## src/b64e_pkg.sv

```systemverilog
// ----------------------------------------------------------------------------
// b64e_pkg
// Shared types, constants and the character map of the base64 stream encoder.
// ----------------------------------------------------------------------------
package b64e_pkg;

	localparam int unsigned BYTE_W      = 8;
	localparam int unsigned SEXTET_W    = 6;
	localparam int unsigned QUEUE_DEPTH = 2;
	localparam int unsigned QPTR_W      = (QUEUE_DEPTH > 1) ? $clog2(QUEUE_DEPTH) : 1;
	localparam int unsigned QCNT_W      = $clog2(QUEUE_DEPTH + 1);

	localparam logic [BYTE_W-1:0] PAD_CHAR = 8'h3d;

	// Number of '=' characters that close a group.
	typedef enum logic [1:0] {
		PAD_NONE = 2'd0,
		PAD_ONE  = 2'd1,
		PAD_TWO  = 2'd2
	} pad_t;

	// Bytes already held in the current group.
	typedef enum logic [1:0] {
		POS_0 = 2'd0,
		POS_1 = 2'd1,
		POS_2 = 2'd2
	} pos_t;

	// One group handed from front to back: three bytes (missing ones zero),
	// the padding it ends with and the end-of-message mark.
	typedef struct packed {
		logic [BYTE_W-1:0] b0;
		logic [BYTE_W-1:0] b1;
		logic [BYTE_W-1:0] b2;
		pad_t              pad;
		logic              fin;
	} group_t;

	typedef struct packed {
		logic   valid;
		group_t grp;
	} push_t;

	// Map a 6-bit index onto the standard alphabet.
	function automatic logic [BYTE_W-1:0] b64_char(input logic [SEXTET_W-1:0] idx);
		logic [BYTE_W-1:0] v;
		v = {2'b00, idx};
		if (idx < 6'd26) begin
			b64_char = 8'h41 + v;
		end else if (idx < 6'd52) begin
			b64_char = 8'h61 + v - 8'd26;
		end else if (idx < 6'd62) begin
			b64_char = 8'h30 + v - 8'd52;
		end else if (idx == 6'd62) begin
			b64_char = 8'h2b;
		end else begin
			b64_char = 8'h2f;
		end
	endfunction

endpackage

```

## src/b64e_front.sv

```systemverilog
// ----------------------------------------------------------------------------
// b64e_front
// Collects input bytes into groups of three and hands closed groups on.
// ----------------------------------------------------------------------------
module b64e_front (
	input  logic                          clk,
	input  logic                          arst_n,
	input  logic                          accept,
	input  logic [b64e_pkg::BYTE_W-1:0]   data_byte,
	input  logic                          final_byte,
	output b64e_pkg::push_t               push
);
	import b64e_pkg::*;

	logic [BYTE_W-1:0] held0_q;
	logic [BYTE_W-1:0] held1_q;
	pos_t              pos_q;
	pos_t              pos_d;

	always_comb begin
		push.valid   = 1'b0;
		push.grp.b0  = held0_q;
		push.grp.b1  = held1_q;
		push.grp.b2  = data_byte;
		push.grp.pad = PAD_NONE;
		push.grp.fin = final_byte;
		pos_d        = pos_q;
		case (pos_q)
			POS_1: begin
				if (accept) begin
					if (final_byte) begin
						push.valid   = 1'b1;
						push.grp.b1  = data_byte;
						push.grp.b2  = '0;
						push.grp.pad = PAD_ONE;
						pos_d        = POS_0;
					end else begin
						pos_d = POS_2;
					end
				end
			end
			POS_2: begin
				if (accept) begin
					push.valid = 1'b1;
					pos_d      = POS_0;
				end
			end
			default: begin
				// a stray position restarts the group
				if (accept) begin
					if (final_byte) begin
						push.valid   = 1'b1;
						push.grp.b0  = data_byte;
						push.grp.b1  = '0;
						push.grp.b2  = '0;
						push.grp.pad = PAD_TWO;
						pos_d        = POS_0;
					end else begin
						pos_d = POS_1;
					end
				end
			end
		endcase
	end

	always_ff @(posedge clk or negedge arst_n) begin
		if (!arst_n) begin
			pos_q <= POS_0;
		end else begin
			pos_q <= pos_d;
		end
	end

	// hold the first two bytes of the group
	always_ff @(posedge clk) begin
		if (accept && pos_q == POS_1) begin
			held1_q <= data_byte;
		end else if (accept && pos_q != POS_2) begin
			held0_q <= data_byte;
		end
	end

endmodule

```

## src/b64e_queue.sv

```systemverilog
// ----------------------------------------------------------------------------
// b64e_queue
// Short register queue of closed groups between front and back.
// ----------------------------------------------------------------------------
module b64e_queue (
	input  logic              clk,
	input  logic              arst_n,
	input  b64e_pkg::push_t   push,
	input  logic              pop,
	output logic              full,
	output logic              empty,
	output b64e_pkg::group_t  head
);
	import b64e_pkg::*;

	group_t            mem_q [QUEUE_DEPTH];
	logic [QPTR_W-1:0] wr_ptr_q;
	logic [QPTR_W-1:0] rd_ptr_q;
	logic [QCNT_W-1:0] count_q;
	logic              do_push;
	logic              do_pop;

	assign full    = (count_q == QCNT_W'(QUEUE_DEPTH));
	assign empty   = (count_q == '0);
	assign head    = mem_q[rd_ptr_q];
	assign do_push = push.valid && !full;
	assign do_pop  = pop && !empty;

	function automatic logic [QPTR_W-1:0] next_ptr(input logic [QPTR_W-1:0] p);
		if (p == QPTR_W'(QUEUE_DEPTH - 1)) begin
			next_ptr = '0;
		end else begin
			next_ptr = p + 1'b1;
		end
	endfunction

	always_ff @(posedge clk or negedge arst_n) begin
		if (!arst_n) begin
			wr_ptr_q <= '0;
			rd_ptr_q <= '0;
			count_q  <= '0;
		end else begin
			if (do_push) begin
				wr_ptr_q <= next_ptr(wr_ptr_q);
			end
			if (do_pop) begin
				rd_ptr_q <= next_ptr(rd_ptr_q);
			end
			if (do_push && !do_pop) begin
				count_q <= count_q + 1'b1;
			end else if (do_pop && !do_push) begin
				count_q <= count_q - 1'b1;
			end
		end
	end

	always_ff @(posedge clk) begin
		if (do_push) begin
			mem_q[wr_ptr_q] <= push.grp;
		end
	end

	a_no_overflow: assert property (@(posedge clk) disable iff (!arst_n)
		count_q <= QCNT_W'(QUEUE_DEPTH))
		else $error("queue count beyond depth");

	a_push_not_full: assert property (@(posedge clk) disable iff (!arst_n)
		push.valid |-> !full)
		else $error("group pushed into full queue");

	a_pop_not_empty: assert property (@(posedge clk) disable iff (!arst_n)
		pop |-> !empty)
		else $error("pop from empty queue");

	a_count_step: assert property (@(posedge clk) disable iff (!arst_n)
		(push.valid && !pop) |=> (count_q == $past(count_q) + 1'b1))
		else $error("queue count did not advance on push");

endmodule

```

## src/b64e_back.sv

```systemverilog
// ----------------------------------------------------------------------------
// b64e_back
// Expands a group into four characters, one per cycle in an output register unless stalled.
// ----------------------------------------------------------------------------
module b64e_back (
	input  logic                          clk,
	input  logic                          arst_n,
	input  logic                          empty,
	input  b64e_pkg::group_t              head,
	output logic                          pop,
	output logic                          out_valid,
	input  logic                          out_ready,
	output logic [b64e_pkg::BYTE_W-1:0]   out_char,
	output logic                          last_char
);
	import b64e_pkg::*;

	group_t            grp_q;
	logic              busy_q;
	logic [1:0]        idx_q;
	logic              out_valid_q;
	logic [BYTE_W-1:0] out_char_q;
	logic              last_q;
	logic              load;
	logic              done;
	logic [SEXTET_W-1:0] sextet;
	logic              is_pad;
	logic [BYTE_W-1:0] next_char;

	assign load = busy_q && (!out_valid_q || out_ready);
	assign done = load && (idx_q == 2'd3);
	assign pop  = !empty && (!busy_q || done);

	always_comb begin
		case (idx_q)
			2'd0:    sextet = grp_q.b0[7:2];
			2'd1:    sextet = {grp_q.b0[1:0], grp_q.b1[7:4]};
			2'd2:    sextet = {grp_q.b1[3:0], grp_q.b2[7:6]};
			default: sextet = grp_q.b2[5:0];
		endcase
		case (grp_q.pad)
			PAD_ONE: is_pad = (idx_q == 2'd3);
			PAD_TWO: is_pad = (idx_q == 2'd2) || (idx_q == 2'd3);
			default: is_pad = 1'b0;
		endcase
		next_char = is_pad ? PAD_CHAR : b64_char(sextet);
	end

	always_ff @(posedge clk or negedge arst_n) begin
		if (!arst_n) begin
			busy_q      <= 1'b0;
			idx_q       <= '0;
			out_valid_q <= 1'b0;
		end else begin
			if (pop) begin
				busy_q <= 1'b1;
				idx_q  <= '0;
			end else begin
				if (done) begin
					busy_q <= 1'b0;
				end
				if (load) begin
					idx_q <= idx_q + 1'b1;
				end
			end
			if (load) begin
				out_valid_q <= 1'b1;
			end else if (out_ready) begin
				out_valid_q <= 1'b0;
			end
		end
	end

	always_ff @(posedge clk) begin
		if (pop) begin
			grp_q <= head;
		end
		if (load) begin
			out_char_q <= next_char;
			last_q     <= grp_q.fin && (idx_q == 2'd3);
		end
	end

	assign out_valid = out_valid_q;
	assign out_char  = out_char_q;
	assign last_char = last_q;

	a_stall_holds: assert property (@(posedge clk) disable iff (!arst_n)
		(out_valid && !out_ready) |=>
			(out_valid && $stable(out_char) && $stable(last_char)))
		else $error("output register overwritten while stalled");

	a_last_on_fourth: assert property (@(posedge clk) disable iff (!arst_n)
		(load && idx_q != 2'd3) |=> !last_q)
		else $error("last mark on a character before the fourth");

	a_pop_when_free: assert property (@(posedge clk) disable iff (!arst_n)
		(pop && busy_q) |-> done)
		else $error("group taken while the previous one is unfinished");

endmodule

```

## src/base64_stream_encoder.sv

```systemverilog
// ----------------------------------------------------------------------------
// base64_stream_encoder
// Byte stream in, base64 characters out, padding and end mark on the last group.
// ----------------------------------------------------------------------------
// A closing byte writes its group into the queue; the back then loads it into
//   its group register and sends each character out through the output register.
// Throughput: one byte per cycle in while the group queue has room; four
//   characters per group out, one per cycle through the single output register
//   while m_tready does not stall it.
// Reset: arst_n clears group position, queue pointers and all valid flags.
// ----------------------------------------------------------------------------
module base64_stream_encoder (
	input  logic       clk,
	input  logic       arst_n,
	// input bytes
	input  logic       s_tvalid,
	output logic       s_tready,
	input  logic [7:0] s_tdata,   // [7:0] data_byte
	input  logic       s_tlast,   // final_byte
	// output characters
	output logic       m_tvalid,
	input  logic       m_tready,
	output logic [7:0] m_tdata,   // [7:0] out_char
	output logic       m_tlast    // last_char
);
	import b64e_pkg::*;

	push_t  push;
	group_t head;
	logic   q_full;
	logic   q_empty;
	logic   q_pop;
	logic   s_accept;

	// Take a byte whenever the queue can absorb a closed group; a byte that
	// only gets held would fit anyway, but one rule keeps the ready path short.
	assign s_tready = !q_full;
	assign s_accept = s_tvalid && s_tready;

	// Front: hold bytes, track the group position, close groups.
	b64e_front u_front (
		.clk        (clk),
		.arst_n     (arst_n),
		.accept     (s_accept),
		.data_byte  (s_tdata),
		.final_byte (s_tlast),
		.push       (push)
	);

	// Decouple the byte side from the character side.
	b64e_queue u_queue (
		.clk    (clk),
		.arst_n (arst_n),
		.push   (push),
		.pop    (q_pop),
		.full   (q_full),
		.empty  (q_empty),
		.head   (head)
	);

	// Back: advance through the four characters of each group.
	b64e_back u_back (
		.clk       (clk),
		.arst_n    (arst_n),
		.empty     (q_empty),
		.head      (head),
		.pop       (q_pop),
		.out_valid (m_tvalid),
		.out_ready (m_tready),
		.out_char  (m_tdata),
		.last_char (m_tlast)
	);

endmodule
```

## config.mk

```make
export PLATFORM = sky130hd
export DESIGN_NAME = base64_stream_encoder
export DESIGN_NICKNAME = d
export VERILOG_FILES = /design/src/b64e_pkg.sv /design/src/b64e_front.sv /design/src/b64e_queue.sv /design/src/b64e_back.sv /design/src/base64_stream_encoder.sv
export SDC_FILE = /design/constraint.sdc
export NUM_CORES = 1
export LEC_CHECK = 0
export BUFFER_PORTS_ARGS = -buffer_cell sky130_fd_sc_hd__buf_2
export CORE_UTILIZATION = 57
export CTS_CLUSTER_DIAMETER = 30
export DETAILED_ROUTE_END_ITERATION = 8
export PLACE_DENSITY = 0.75
export SLEW_MARGIN = 25
export SYNTH_ARGS = -nofsm -noshare
export SYNTH_HDL_FRONTEND = slang
export SYNTH_SLANG_ARGS = --single-unit
```

## constraint.sdc

```tcl
create_clock -name clk -period 4 [get_ports clk]
set_input_delay 0.6 -clock clk [delete_from_list [all_inputs] [get_ports clk]]
set_output_delay 0.6 -clock clk [all_outputs]
set_load 0.01 [all_outputs]
```

# [Yosys cells after proc, flatten, opt, wreduce, memory -nomap -nowiden]
# Memory sizes are Yosys's and may differ from the RTL's. A register that Yosys moved wholly into a read port is not among the register bits.
# Index checks and enable logic that the tools add are counted.
# W data, S select, Z words.
[op_classes] n_addsub=10 n_lt_le_gt_ge=3 eq_ne=10 n_mux=34 bitwise_logic=1 n_reduce_logical=28
[op_table] op="$mux W27" count=2
[op_table] op="$mux W18" count=2
[op_table] op="$pmux W18 S2" count=1
[op_table] op="$mux W8" count=4
[op_table] op="$pmux W6 S3" count=1
[op_table] op="$add A7 B6 Y8 const A" count=2
[op_table] op="$mux W2" count=8
[op_table] op="$lt A6 B6 Y1 const B" count=2
[op_table] op="$mux W1" count=12
[op_table] op="$logic_and A1 B1 Y1" count=11
[op_table] op="$eq A2 B2 Y1 const B" count=5
[op_table] op="$reduce_bool A2 Y1" count=4
[op_table] op="$sub A8 B5 Y8 const B" count=1
[op_table] op="$sub A8 B6 Y8 const B" count=1
[op_table] op="$add A6 B6 Y7 const A" count=1
[op_table] op="$eq A2 B1 Y1 const B" count=3
[op_table] op="$eq A6 B6 Y1 const B" count=1
[op_table] op="$logic_not A1 Y1" count=6
[op_table] op="$lt A6 B5 Y1 const B" count=1
[op_table] op="$add A2 B1 Y2 const B" count=2
[op_table] op="$logic_not A2 Y1" count=2
[op_table] op="$pmux W1 S2" count=2
[op_table] op="$pmux W2 S2" count=1
[op_table] op="$logic_or A1 B1 Y1" count=3
[op_table] op="other kinds (7)" count=8
[totals] ff_bits=35 mem_bits_rw=54 n_memories=1
[mem_list] memory="u_queue.mem_q" words=2 width=27 read_ports=1 rd_clocked_by_memory_dff=1 wr=1 line_no="b64e_queue.sv:16" rtl="group_t mem_q [QUEUE_DEPTH];"

# [Depth between registers and ports, before layout]
[logic_depth] depth_word=10 ltp_mapped=13

# [Hierarchy]
# A second synthesis with hierarchy kept.
[unflattened] cells_unflattened=308 area_unflattened_um2=5042.3
[by_module_without_submodules] module="b64e_queue" instances=1 cells_per_inst=103 area_each_um2=2244.7 seq_area_each_um2=1721.7
[by_module_without_submodules] module="b64e_back" instances=1 cells_per_inst=139 area_each_um2=1876.8 seq_area_each_um2=1181.1
[by_module_without_submodules] module="b64e_front" instances=1 cells_per_inst=64 area_each_um2=910.9 seq_area_each_um2=530.5
[by_module_without_submodules] module="base64_stream_encoder" instances=1 cells_per_inst=2 area_each_um2=10.0 seq_area_each_um2=0.0

# [Worst setup path after synthesis]
# OpenSTA, ideal clock, no wires.
[synth_path] path_kind="input to register" from="in m_tready" to="reg u_queue.count_q[1]" arrival_ns=3.099 t_required_ns=3.921 slack_ns=0.822 stages=8 cell_sequence="nand2b_1 nand2_1 a21oi_1 inv_1 ha_1 xor2_1 nor2_1 xor2_1"
[synth_via] elab_chain_len=9
[synth_lines] item="start, declared" line_no="base64_stream_encoder.sv:22" rtl="input logic m_tready,"
[synth_lines] item="$logic_or A1 B1 Y1 *" line_no="b64e_back.sv:30" rtl="assign load = busy_q && (!out_valid_q || out_ready);"
[synth_lines] item="$logic_and A1 B1 Y1 *" line_no="b64e_back.sv:30"
[synth_lines] item="$logic_and A1 B1 Y1 *" line_no="b64e_back.sv:31" rtl="assign done = load && (idx_q == 2'd3);"
[synth_lines] item="$logic_or A1 B1 Y1 *" line_no="b64e_back.sv:32" rtl="assign pop = !empty && (!busy_q || done);"
[synth_lines] item="$logic_and A1 B1 Y1 *" line_no="b64e_back.sv:32"
[synth_lines] item="net q_pop" line_no="base64_stream_encoder.sv:32" rtl="logic q_pop;"
[synth_lines] item="$logic_and A1 B1 Y1 *" line_no="b64e_queue.sv:27" rtl="assign do_pop = pop && !empty;"
[synth_lines] item="$logic_not A1 Y1" line_no="b64e_queue.sv:49" rtl="if (do_push && !do_pop) begin"
[synth_lines] item="$logic_and A1 B1 Y1" line_no="b64e_queue.sv:49"
[synth_lines] item="$mux W2 / $reduce_bool A2 Y1 (equally long branches)"
[synth_lines] item="end signal, assigned" line_no="b64e_queue.sv:50" rtl="count_q <= count_q + 1'b1;"
[synth_lines] item="end signal, assigned" line_no="b64e_queue.sv:52" rtl="count_q <= count_q - 1'b1;"
[synth_lines] item="end, declared" line_no="b64e_queue.sv:19" rtl="logic [QCNT_W-1:0] count_q;"
# Mark *: on every way through the listed nets, which the timed path passes. The rest lies on a longest branch.
# A chain may end at the register's enable or synchronous reset.

# [Worst setup path after layout]
[layout_path] from="reg u_back.idx_q[0]" to="reg u_back.out_char_q[3] (netlist: u_back.out_char[3]), data pin"
[layout_via] elab_chain_len=7
[layout_lines] item="start, declared" line_no="b64e_back.sv:20" rtl="logic [1:0] idx_q;"
[layout_lines] item="start signal, assigned" line_no="b64e_back.sv:63" rtl="idx_q <= idx_q + 1'b1;"
[layout_lines] item="$eq A2 B2 Y1, or another cell as far along" line_no="b64e_back.sv:35, b64e_back.sv:43"
[layout_lines] item="$pmux W6 S3" line_no="b64e_back.sv:35" rtl="case (idx_q)"
[layout_lines] item="$add A6 B6 Y7" line_no="b64e_pkg.sv:53" rtl="b64_char = 8'h30 + v - 8'd52;"
[layout_lines] item="$sub A8 B6 Y8" line_no="b64e_pkg.sv:53"
[layout_lines] item="$mux W8" line_no="b64e_pkg.sv:52" rtl="end else if (idx < 6'd62) begin"
[layout_lines] item="$mux W8" line_no="b64e_pkg.sv:50" rtl="end else if (idx < 6'd52) begin"
[layout_lines] item="$mux W8" line_no="b64e_pkg.sv:48" rtl="if (idx < 6'd26) begin"
[layout_lines] item="end signal, assigned" line_no="b64e_back.sv:79" rtl="out_char_q <= next_char;"
[layout_lines] item="end, declared" line_no="b64e_back.sv:22" rtl="logic [BYTE_W-1:0] out_char_q;"
# Several ways; a longest one is shown, not always the timed one.

==> flow_metrics.py <==
metrics = {
    "final_layout": {
        "final_util_pct": 69.8,
        "n_antenna_cell": 0,
        "stdcell_area_sq_um": 5850,
        "fin_nets": 399,
        "layout_commonest_cell": "edfxtp_1",
        "drive_gt1_share_pct": 27.3,
        "mostFrequentLayoutCells": "edfxtp_1, mux2_2, buf_2",
        "instances_no_fill": 490,
        "area_growth_syn_to_layout_pct": 16.2,
    },
    "sta": {
        "slew_viol_final": 0,
        "skew_ns": 0.00966,
        "fin_tns_setup_ns": 0,
        "period_share_pct": 82.3,
        "finalHoldViolations": 0,
        "tightest_slew_ns": 0.814,
        "max_slew_margin_pct": 45.6,
        "holdWs_ns": 0.327,
        "rsz0062_at_grt": "no",
        "setup_ws_ns": 0.709,
        "post-route-min-period_ns": 3.29,
        "max_freq_mhz": 304,
        "setup_viol": 0,
    },
    "critical_path": {
        "crit_chain": "inv_1 -> ha_1 -> a22oi_1 -> a22o_1 -> clkinv_1 -> ha_1 -> inv_1 -> a211oi_1 -> o31ai_1 -> o211ai_1 -> a211o_2",
        "critPathLaunchType": "flip-flop",
        "critPathBufInv": 3,
        "cp_slowest_cell": "a22o_1",
        "crit_type": "flip-flop to flip-flop",
        "cp.required_ns": 4.25,
        "cpPeakStageDelay_ns": 0.40,
        "end_kind": "flip-flop",
        "critPathTopFamily": "compound AO/OA/AOI/OAI gates",
        "arrival_ns": 3.54,
        "crit_fanout": 8,
    },
    "synth": {
        "ys.flop_type": "edfxtp_1",
        "syn_nets": 359,
        "ys_async_sr_fraction_pct": 8.62,
        "synth_top_area_share_pct": 63.3,
        "yosys_warnings": 0,
        "synth_top_cell_by_area": "edfxtp_1",
        "yosys-top-cells-area": "edfxtp_1, mux2_2, dfrtp_1",
        "synth_edf_count": 106,
        "syn-cell-area_sq_um": 5030,
        "synth-seq-cells": 116,
        "yosysUniqueCellTypes": 45,
        "synth.avg_cell_area_sq_um": 15.2,
        "synthCells": 332,
        "synth_seq_area_share_pct": 68.3,
    },
    "floorplan": {
        "fp-row-count": 33,
        "die_area_sq_um": 9200,
        "die_x_um": 95.9,
        "initial_core_util_pct": 60.0,
        "core_sq_um": 8380,
        "die_h_um": 95.9,
        "num_io_pins": 24,
    },
    "global_routing": {
        "grt_max_degree": 32,
        "grt_pass1_wl_um": 14900,
        "grt_pass1_vias": 2916,
        "antenna_found_initial": 0,
        "track_usage_pct": 23.5,
        "overflow": 0,
    },
    "place": {
        "place_hpwl_um": 6160,
        "place_ws_ns": 0.770,
        "place_inst": 457,
        "gp_congestion": 0.842,
        "io_buffers": 23,
        "post_dp_cell_area_sq_um": 5290,
    },
    "clock_network": {
        "cts_max_path_buffers": 2,
        "clock_latency_ns": 0.51,
        "root_buffer": "clkbuf_8",
        "cts_resized": 0,
        "clk_pin_slew_ns": 0.06,
        "cts.sinks": 116,
        "cts_max_level": 4,
        "cts_buffers": 17,
        "tritoncts": "yes",
    },
    "power": {
        "pwr_density_cell_nw_per_um2": 861,
        "p_leak_nw": 2.13,
        "ir_drop_mv": 0.549,
        "power.total_mw": 5.04,
    },
    "outcome": {
        "outcome": "finished clean",
    },
    "drt": {
        "wl_um": 9500,
        "drc": 0,
        "dr.pass1.iters": 5,
        "vias": 2889,
        "antenna_left": 0,
        "routed_via_density": 5.90,
        "first_iter_violations": 248,
        "wire_per_inst_um": 19.4,
    },
    "worst_hold_path": {
        "worst_hold_path_type": "input pin to flip-flop",
    },
    "flow_run": {
        "max-cap-violations": 0,
    },
}
[final cells by class]
| cell class | count | area, sq um |
|---|---|---|
| Fill cell | 536 | 2530 |
| Timing Repair Buffer | 29 | 163 |
| Sequential cell | 116 | 3430 |
| Inverter | 19 | 71.3 |
| Tap cell | 105 | 131 |
| Clock buffer | 18 | 418 |
| Clock inverter | 14 | 129 |
| Multi-Input combinational cell | 189 | 1500 |
[path summary, 6_finish.rpt]
kind,depth (start not counted),endpoint,from,slack [ns]
setup / recovery,11,u_back.out_char[3],u_back.idx_q[0],0.71
hold / removal,1,u_front.held0_q[7],s_tdata[7],0.33
setup reg to reg,11,u_back.out_char[3],u_back.idx_q[0],0.71
hold reg to reg,1,u_queue.count_q[1],u_queue.count_q[1],0.50
max in group asynchronous,2,u_back.out_valid,arst_n,3.26
min in group asynchronous,2,u_front.pos_q[0],arst_n,0.51
[flip-flops by register name (all words and copies together), names as in the netlist]
register          flops
u_back.busy_q         1
u_back.grp_q         27
u_back.idx_q          2
u_back.last_char      1
u_back.out_char       8
u_back.out_valid      1
u_front.held0_q       8
u_front.held1_q       8
u_front.pos_q         2
u_queue.count_q       2
u_queue.mem_q        54
u_queue.rd_ptr_q      1
u_queue.wr_ptr_q      1
[worst register-to-register path, cell delays in order, from the launching register on]
cell and delay [ns]:
dfrtp_1 0.39, inv_1 0.11, ha_1 0.30, a22oi_1 0.23, a22o_1 0.40, clkinv_1 0.29
ha_1 0.36, inv_1 0.16, a211oi_1 0.08, o31ai_1 0.26, o211ai_1 0.12, a211o_2 0.34
[cells in the mapped netlist (5+ instances only)]
master,instances
dfrtp_1,10
o21ai_0,12
nor3_1,6
a22o_1,8
nand2b_1,6
ha_1,14
inv_1,15
a211oi_1,5
mux2_2,36
a21oi_1,13
nand2_1,14
nor2_1,8
and2_1,10
edfxtp_1,106
[repair_timing]
action,in CTS,in global routing
hold buffers,1,0
setup endpoints to repair,0,0
buffers inserted,0,0
hold endpoints to repair,10,0
[cells by family (layout without fill, tap and decap cells)]
logic type,after synthesis,count (layout),share of synthesized area [%]
multiplexers,41,41,9.23
adder cells (fa/ha/maj),14,14,3.48
AND/OR/NAND/NOR,61,61,6.32
XOR/XNOR,8,8,1.39
buffers and inverters,27,80,2.09
flip-flops,116,116,68.3
AO/OA/AOI/OAI,65,65,9.23
[layer usage]
| metal | GRT usage, % | routed length, um | vias up |
|---|---|---|---|
| li1 | - | - | 1368 |
| met5 | 0 | 0 | - |
| met3 | 6.64 | 318 | 12 |
| met1 | 29.6 | 4130 | 1425 |
| met4 | 11.1 | 163 | 0 |
| met2 | 37.7 | 4890 | 84 |
[where the power goes]
| group | switching (mW) | internal [mW] |
|---|---|---|
| clock network | 0.534 | 0.828 |
| registers | 0.0939 | 1.75 |
| logic | 1.11 | 0.728 |
| total | 1.73 | 3.30 |
Power figures use the tool's default switching activity.
